$ cat src/sv/qfe_pkg.sv
// ----------------------------------------------------------------------------
// qfe_pkg
// Shared widths, register map and character constants for the query field
// extractor.
// ----------------------------------------------------------------------------
`default_nettype none

package qfe_pkg;

    localparam int CH_W                  = 8;
    localparam int KEY_W                 = 64;
    localparam int KEY_POS_W             = 4;
    localparam int KEY_IDX_W             = 3;
    localparam int DEFAULT_MAX_KEY_BYTES = 8;

    localparam int CFG_DATA_W = 64;
    localparam int CFG_ADDR_W = 4;

    localparam logic [CFG_ADDR_W-1:0] ADDR_KEY_BYTES  = 4'h0;
    localparam logic [CFG_ADDR_W-1:0] ADDR_KEY_LENGTH = 4'h8;

    localparam logic [CH_W-1:0] CH_NUL = 8'h00;
    localparam logic [CH_W-1:0] CH_EQ  = 8'h3D;
    localparam logic [CH_W-1:0] CH_AMP = 8'h26;

endpackage

`default_nettype wire

$ cat src/sv/query_field_extractor.sv
// ----------------------------------------------------------------------------
// query_field_extractor
// Streaming URL query parameter lookup with an APB register port.
// ----------------------------------------------------------------------------
// Usage:
//   Write the key characters (first character in the lowest byte) at address
//   0x0 and the key length (0..8, larger values saturate) at address 0x8
//   while the block is idle. Then stream the query string one byte per beat
//   on the s_ channel; s_last marks the final byte of each string.
//   The m_ channel returns the value bytes of the first parameter whose name
//   equals the key and is followed by '='. The last beat has m_done_res=1 and
//   holds a byte only if the string ends on a value byte. A string without a
//   match gives one beat with m_found=0 and m_done_res=1. A zero byte ends it.
// Pipeline and throughput:
//   One byte per cycle while the output is not stalled. A byte sits in the
//   input register and its result is loaded into the output register once that
//   register is free. Bytes without a beat still pass through the input
//   register and advance only while the output register is free.
// Reset:
//   aresetn (synchronous, active low) empties both registers, returns the
//   parser to the start of a parameter and clears the key registers.
// Stall:
//   While m_ready is low the output register holds its beat, the input
//   register fills, and s_ready drops until the result is taken.
// ----------------------------------------------------------------------------
`default_nettype none

module query_field_extractor #(
    parameter int MAX_KEY_BYTES = qfe_pkg::DEFAULT_MAX_KEY_BYTES
) (
    input  wire                               aclk,
    input  wire                               aresetn,

    input  wire                               psel,
    input  wire                               penable,
    input  wire                               pwrite,
    input  wire  [qfe_pkg::CFG_ADDR_W-1:0]    paddr,
    input  wire  [qfe_pkg::CFG_DATA_W-1:0]    pwdata,
    output logic [qfe_pkg::CFG_DATA_W-1:0]    prdata,
    output logic                              pready,

    input  wire                               s_valid,
    output logic                              s_ready,
    input  wire  [qfe_pkg::CH_W-1:0]          s_ch,
    input  wire                               s_last,

    output logic                              m_valid,
    input  wire                               m_ready,
    output logic [qfe_pkg::CH_W-1:0]          m_value_byte,
    output logic                              m_has_byte,
    output logic                              m_found,
    output logic                              m_done_res
);
    import qfe_pkg::*;

    localparam logic [1:0] PH_MATCH = 2'd0;
    localparam logic [1:0] PH_SKIP  = 2'd1;
    localparam logic [1:0] PH_VALUE = 2'd2;
    localparam logic [1:0] PH_DONE  = 2'd3;

    localparam logic [KEY_POS_W-1:0] MAX_LEN = KEY_POS_W'(MAX_KEY_BYTES);

    logic [KEY_W-1:0]     key_bytes_reg;
    logic [KEY_POS_W-1:0] key_length_reg;

    logic                 in_valid_reg;
    logic [CH_W-1:0]      in_ch_reg;
    logic                 in_last_reg;

    logic [1:0]           phase_reg, phase_next;
    logic [KEY_POS_W-1:0] key_pos_reg, key_pos_next;
    logic                 seen_reg, seen_next;

    logic                 out_valid_reg;
    logic [CH_W-1:0]      out_byte_reg;
    logic                 out_has_reg;
    logic                 out_found_reg;
    logic                 out_done_reg;

    logic                 out_free;
    logic                 advance;
    logic                 cfg_write;
    logic                 emit;
    logic                 has_byte;
    logic [CH_W-1:0]      value_byte;
    logic [1:0]           ph_after;
    logic                 seen_after;
    logic [KEY_POS_W-1:0] eff_len;
    logic [CH_W-1:0]      key_char;

    assign pready    = 1'b1;
    assign cfg_write = psel && penable && pwrite && pready;

    always_comb begin
        case (paddr)
            ADDR_KEY_BYTES:  prdata = key_bytes_reg;
            ADDR_KEY_LENGTH: prdata = CFG_DATA_W'(key_length_reg);
            default:         prdata = '0;
        endcase
    end

    always_ff @(posedge aclk) begin
        if (!aresetn) begin
            key_bytes_reg  <= '0;
            key_length_reg <= '0;
        end else if (cfg_write) begin
            case (paddr)
                ADDR_KEY_BYTES:  key_bytes_reg  <= pwdata;
                ADDR_KEY_LENGTH: key_length_reg <= pwdata[KEY_POS_W-1:0];
                default:         ;
            endcase
        end
    end

    assign out_free = !out_valid_reg || m_ready;
    assign advance  = in_valid_reg && out_free;
    assign s_ready  = !in_valid_reg || out_free;

    always_ff @(posedge aclk) begin
        if (!aresetn) begin
            in_valid_reg <= 1'b0;
        end else if (s_ready) begin
            in_valid_reg <= s_valid;
        end
    end

    always_ff @(posedge aclk) begin
        if (s_ready && s_valid) begin
            in_ch_reg   <= s_ch;
            in_last_reg <= s_last;
        end
    end

    assign eff_len  = (key_length_reg > MAX_LEN) ? MAX_LEN : key_length_reg;
    assign key_char = key_bytes_reg[key_pos_reg[KEY_IDX_W-1:0]*CH_W +: CH_W];

    always_comb begin
        emit         = 1'b0;
        has_byte     = 1'b0;
        value_byte   = '0;
        ph_after     = phase_reg;
        key_pos_next = key_pos_reg;
        seen_after   = seen_reg;
        case (phase_reg)
            PH_VALUE: begin
                emit = 1'b1;
                if (in_ch_reg == CH_AMP || in_ch_reg == CH_NUL) begin
                    ph_after = PH_DONE;
                end else begin
                    has_byte   = 1'b1;
                    value_byte = in_ch_reg;
                    if (in_last_reg) begin
                        ph_after = PH_DONE;
                    end
                end
            end
            PH_MATCH, PH_SKIP: begin
                if (in_ch_reg == CH_NUL) begin
                    emit     = 1'b1;
                    ph_after = PH_DONE;
                end else if (in_ch_reg == CH_AMP) begin
                    ph_after     = PH_MATCH;
                    key_pos_next = '0;
                end else if (phase_reg == PH_MATCH) begin
                    if (key_pos_reg < eff_len) begin
                        if (in_ch_reg == key_char) begin
                            key_pos_next = key_pos_reg + 1'b1;
                        end else begin
                            ph_after = PH_SKIP;
                        end
                    end else if (in_ch_reg == CH_EQ) begin
                        ph_after   = PH_VALUE;
                        seen_after = 1'b1;
                    end else begin
                        ph_after = PH_SKIP;
                    end
                end
                if (!emit && in_last_reg) begin
                    emit     = 1'b1;
                    ph_after = PH_DONE;
                end
            end
            default: ;
        endcase
        phase_next = ph_after;
        seen_next  = seen_after;
        if (in_last_reg) begin
            phase_next   = PH_MATCH;
            key_pos_next = '0;
            seen_next    = 1'b0;
        end
    end

    always_ff @(posedge aclk) begin
        if (!aresetn) begin
            phase_reg   <= PH_MATCH;
            key_pos_reg <= '0;
            seen_reg    <= 1'b0;
        end else if (advance) begin
            phase_reg   <= phase_next;
            key_pos_reg <= key_pos_next;
            seen_reg    <= seen_next;
        end
    end

    always_ff @(posedge aclk) begin
        if (!aresetn) begin
            out_valid_reg <= 1'b0;
        end else if (out_free) begin
            out_valid_reg <= advance && emit;
        end
    end

    always_ff @(posedge aclk) begin
        if (advance && emit) begin
            out_byte_reg  <= value_byte;
            out_has_reg   <= has_byte;
            out_found_reg <= seen_after;
            out_done_reg  <= (ph_after == PH_DONE);
        end
    end

    assign m_valid      = out_valid_reg;
    assign m_value_byte = out_byte_reg;
    assign m_has_byte   = out_has_reg;
    assign m_found      = out_found_reg;
    assign m_done_res   = out_done_reg;

endmodule

`default_nettype wire

$ cat config.mk
export PLATFORM = sky130hd
export DESIGN_NAME = query_field_extractor
export DESIGN_NICKNAME = d
export VERILOG_FILES = /design/src/sv/qfe_pkg.sv /design/src/sv/query_field_extractor.sv
export SDC_FILE = /design/constraint.sdc
export NUM_CORES = 1
export LEC_CHECK = 0
export ABC_AREA = 1
export CORE_AREA = 2 2 97 99
export CTS_BUF_LIST = sky130_fd_sc_hd__clkbuf_4
export DETAILED_ROUTE_END_ITERATION = 10
export DIE_AREA = 0 0 99 101
export DONT_BUFFER_PORTS = 1
export PLACE_DENSITY_LB_ADDON = 0.25
export SLEW_MARGIN = 10
export SYNTH_ARGS = -nofsm -noshare
export SYNTH_HDL_FRONTEND = slang
export SYNTH_SLANG_ARGS = --single-unit
$ cat constraint.sdc
create_clock -name aclk -period 2.4 [get_ports aclk]
set_input_delay 0.48 -clock aclk [delete_from_list [all_inputs] [get_ports aclk]]
set_output_delay 0.48 -clock aclk [all_outputs]
set_load 0.02 [all_outputs]
==> results_dict.tcl <==
set metrics [dict create \
    outcome "finished clean" \
    cap_violations 0 \
    syn_area_sq_mm 0.00477 \
    overflow 0 \
    p_leak_nw 2.05 \
    relSlewSlack 0.637 \
    period_needed_ps 2110 \
    post-cts-setup-buffer-count 0 \
    largest_reg_flops 64 \
    start_util 0.532 \
    maxSlewViolCount 0 \
    synth_cell_types 32 \
    max-vdd-ir-drop_mv 0.250 \
    vias_per_cell 5.42 \
    pin_count 162 \
    nets 774 \
    htreeDepth 3 \
    routed_wl_um 12400 \
    cp_slowest_cell "dfxtp_1" \
    numCtsBuffers 9 \
    place_hpwl_um 9260 \
    cts_sinks 97 \
    placed_area_sq_mm 0.00507 \
    setup_viol 0 \
    power.share.clock 0.325 \
    antenna_cells 0 \
    area_growth_pct 9.18 \
    grt_pass1_vias 4036 \
    r2r_setup_slack_ps 290 \
    antenna_found_initial 0 \
    vias 4344 \
    drt_iter0_drc 242 \
    finalHoldViolations 0 \
    worst_skew_pair.late_latency_ps 470 \
    regArea_sq_mm 0.00214 \
    clockBufferDepth 2 \
    layout_commonest_cell "nand2_1" \
    ys_warn_count 0 \
    seqPwrFrac 0.620 \
    clock-skew-final_ps 22.5 \
    dieWidth_um 99 \
    core_sq_mm 0.00898 \
    arrival_ps 2330 \
    syn_inst 669 \
    ys_ff_latch 97 \
    row_count 35 \
    ant_nets 0 \
    synth_nets 757 \
    start_kind "register" \
    min_period_over_period 0.881 \
    setup_ws_ps 286 \
    cts.repair.resized 0 \
    setup_tns_ps 0 \
    crit_buf_inv 1 \
    hold_buffers 0 \
    track_usage 0.246 \
    worstPathRequired_ps 2620 \
    endpoint_kind "register" \
    grt_max_degree 70 \
    powerDensity_mw_per_mm2 534 \
    io_buffers 0 \
    critPathKind "reg2reg" \
    cts_tree "done" \
    drive_above_1_share 0.111 \
    tightest_slew_ps 539 \
    design_area_sq_mm 0.00521 \
    ys_seq_area_frac 0.449 \
    nFillCells 854 \
    max_freq_mhz 473 \
    wl_per_cell_um 15.4 \
    fp.dieArea_sq_mm 0.0100 \
    switchingPower_uw 714 \
    die_h_um 101 \
    cts-root-buf "clkbuf_4" \
    p_int_mw 2.07 \
    rsz0062_at_grt "no" \
    path_common_cell "nand2_1" \
    comb_power_share 0.055 \
    cts.reportedPaths.clkPinSlew_ps 160 \
    most-common-layout-cells "nand2_1, nor2_1, inv_1" \
    syn_area_per_cell_sq_um 7.13 \
    max_stage_delay_ps 320 \
    crit_family "simple AND/OR/NAND/NOR gates" \
    drc 0 \
    gp_congestion 0.876 \
    hold_class "in2reg" \
    multi_input_area_sq_mm 0.00206 \
    p_sw_frac 0.256 \
    dr.pass1.iters 7 \
    cp_cell_sequence "inv_1 > nand2_1 > ha_1 > nand2_1 > a21oi_1 > nor2_1 > nand3_1 > nor2_1 > nand3_2 > nand2_1 > nand2_1 > nand2_1 > nand2_1 > nand2_1 > a21boi_0" \
    grt_pass1_wl_um 19600 \
    cp_max_fo 6 \
    place_ws_ps 311 \
]
## power by group through the flow
stage	combinational (mW)	sequential, mW	clock, mW
6_report	0.153	1.73	0.904
5_1_grt	0.176	1.73	0.992
4_1_cts	0.152	1.73	0.918
3_5_place_dp	0.150	1.76	0
3_3_place_gp	0.147	1.76	0
2_1_floorplan	0.130	1.75	0
## cells by family after synthesis
group / count (synthesis) / synth area share
buffers and inverters: 137 / 0.121
flip-flops: 97 / 0.449
other: 1 / 0.000786
XOR/XNOR: 1 / 0.00184
adder cells (fa/ha/maj): 4 / 0.0105
AO/OA/AOI/OAI: 176 / 0.194
AND/OR/NAND/NOR: 253 / 0.223
## path summary, 6_finish.rpt
path | from | to | cells past startpoint
min reg2reg | key_bytes_reg[30]$_SDFFE_PN0P_ | key_bytes_reg[30]$_SDFFE_PN0P_ | 2
max | key_length_reg[3]$_SDFFE_PN0P_ | m_done_res$_DFFE_PP_ | 15
min | s_ch[5] | in_ch_reg[5]$_DFFE_PP_ | 0
max reg2reg | key_length_reg[3]$_SDFFE_PN0P_ | m_done_res$_DFFE_PP_ | 15
## synthesized netlist by cell type
| master | instances | area, sq um |
|---|---|---|
| clkbuf_1 | 29 | 109 |
| inv_1 | 95 | 357 |
| o21ai_0 | 77 | 385 |
| xor2_1 | 1 | 8.76 |
| a21oi_1 | 79 | 395 |
| ha_1 | 4 | 50.1 |
| nor2_1 | 94 | 353 |
| a21o_1 | 2 | 15.0 |
| nand2_1 | 98 | 368 |
| nand3_2 | 2 | 20.0 |
| conb_1 | 1 | 3.75 |
| o211ai_2 | 1 | 12.5 |
| nor2_2 | 1 | 6.26 |
| nand2_4 | 1 | 11.3 |
| edfxtp_1 | 20 | 601 |
| nand3b_4 | 1 | 20.0 |
| dfxtp_1 | 77 | 1540 |
| a21oi_2 | 4 | 35.0 |
| nor3_1 | 2 | 10.0 |
| o22ai_1 | 1 | 6.26 |
| buf_2 | 5 | 25.0 |
| o21ai_1 | 5 | 25.0 |
| buf_12 | 1 | 20.0 |
| nand4_1 | 2 | 12.5 |
| inv_2 | 1 | 3.75 |
| nor4_1 | 1 | 6.26 |
| buf_6 | 3 | 33.8 |
| a21boi_0 | 1 | 7.51 |
| buf_8 | 1 | 15.0 |
| nand3_1 | 51 | 255 |
| o211ai_1 | 6 | 45.0 |
| buf_4 | 2 | 15.0 |
## area by class of cell
class,count,share of cell area
well taps,111,0.0267
inverters,96,0.0694
multi-input cells,435,0.395
clock inverters,7,0.0146
clock buffers,9,0.0130
flip-flops and latches,97,0.411
repair buffers,47,0.0701
## through the flow
step	total power [mW]	utilization	instances	hold WS [ps]
final	2.78	0.580	802	91.9
after global routing	2.90	0.580	802	53.8
after CTS	2.80	0.580	802	95.0
after detailed placement	1.91	0.564	786	463
after global placement	1.91	0.564	786	458
after floorplan	1.88	-	669	439
## routing by layer
| metal | up-vias | wire length, um | global-route usage |
|---|---|---|---|
| li1 | 2187 | - | - |
| met2 | 183 | 5750 | 0.397 |
| met4 | 0 | 338 | 0.0959 |
| met5 | - | 0 | 0 |
| met3 | 38 | 887 | 0.0548 |
| met1 | 1936 | 5400 | 0.323 |
No activity file was read; power rests on OpenSTA's default activity.
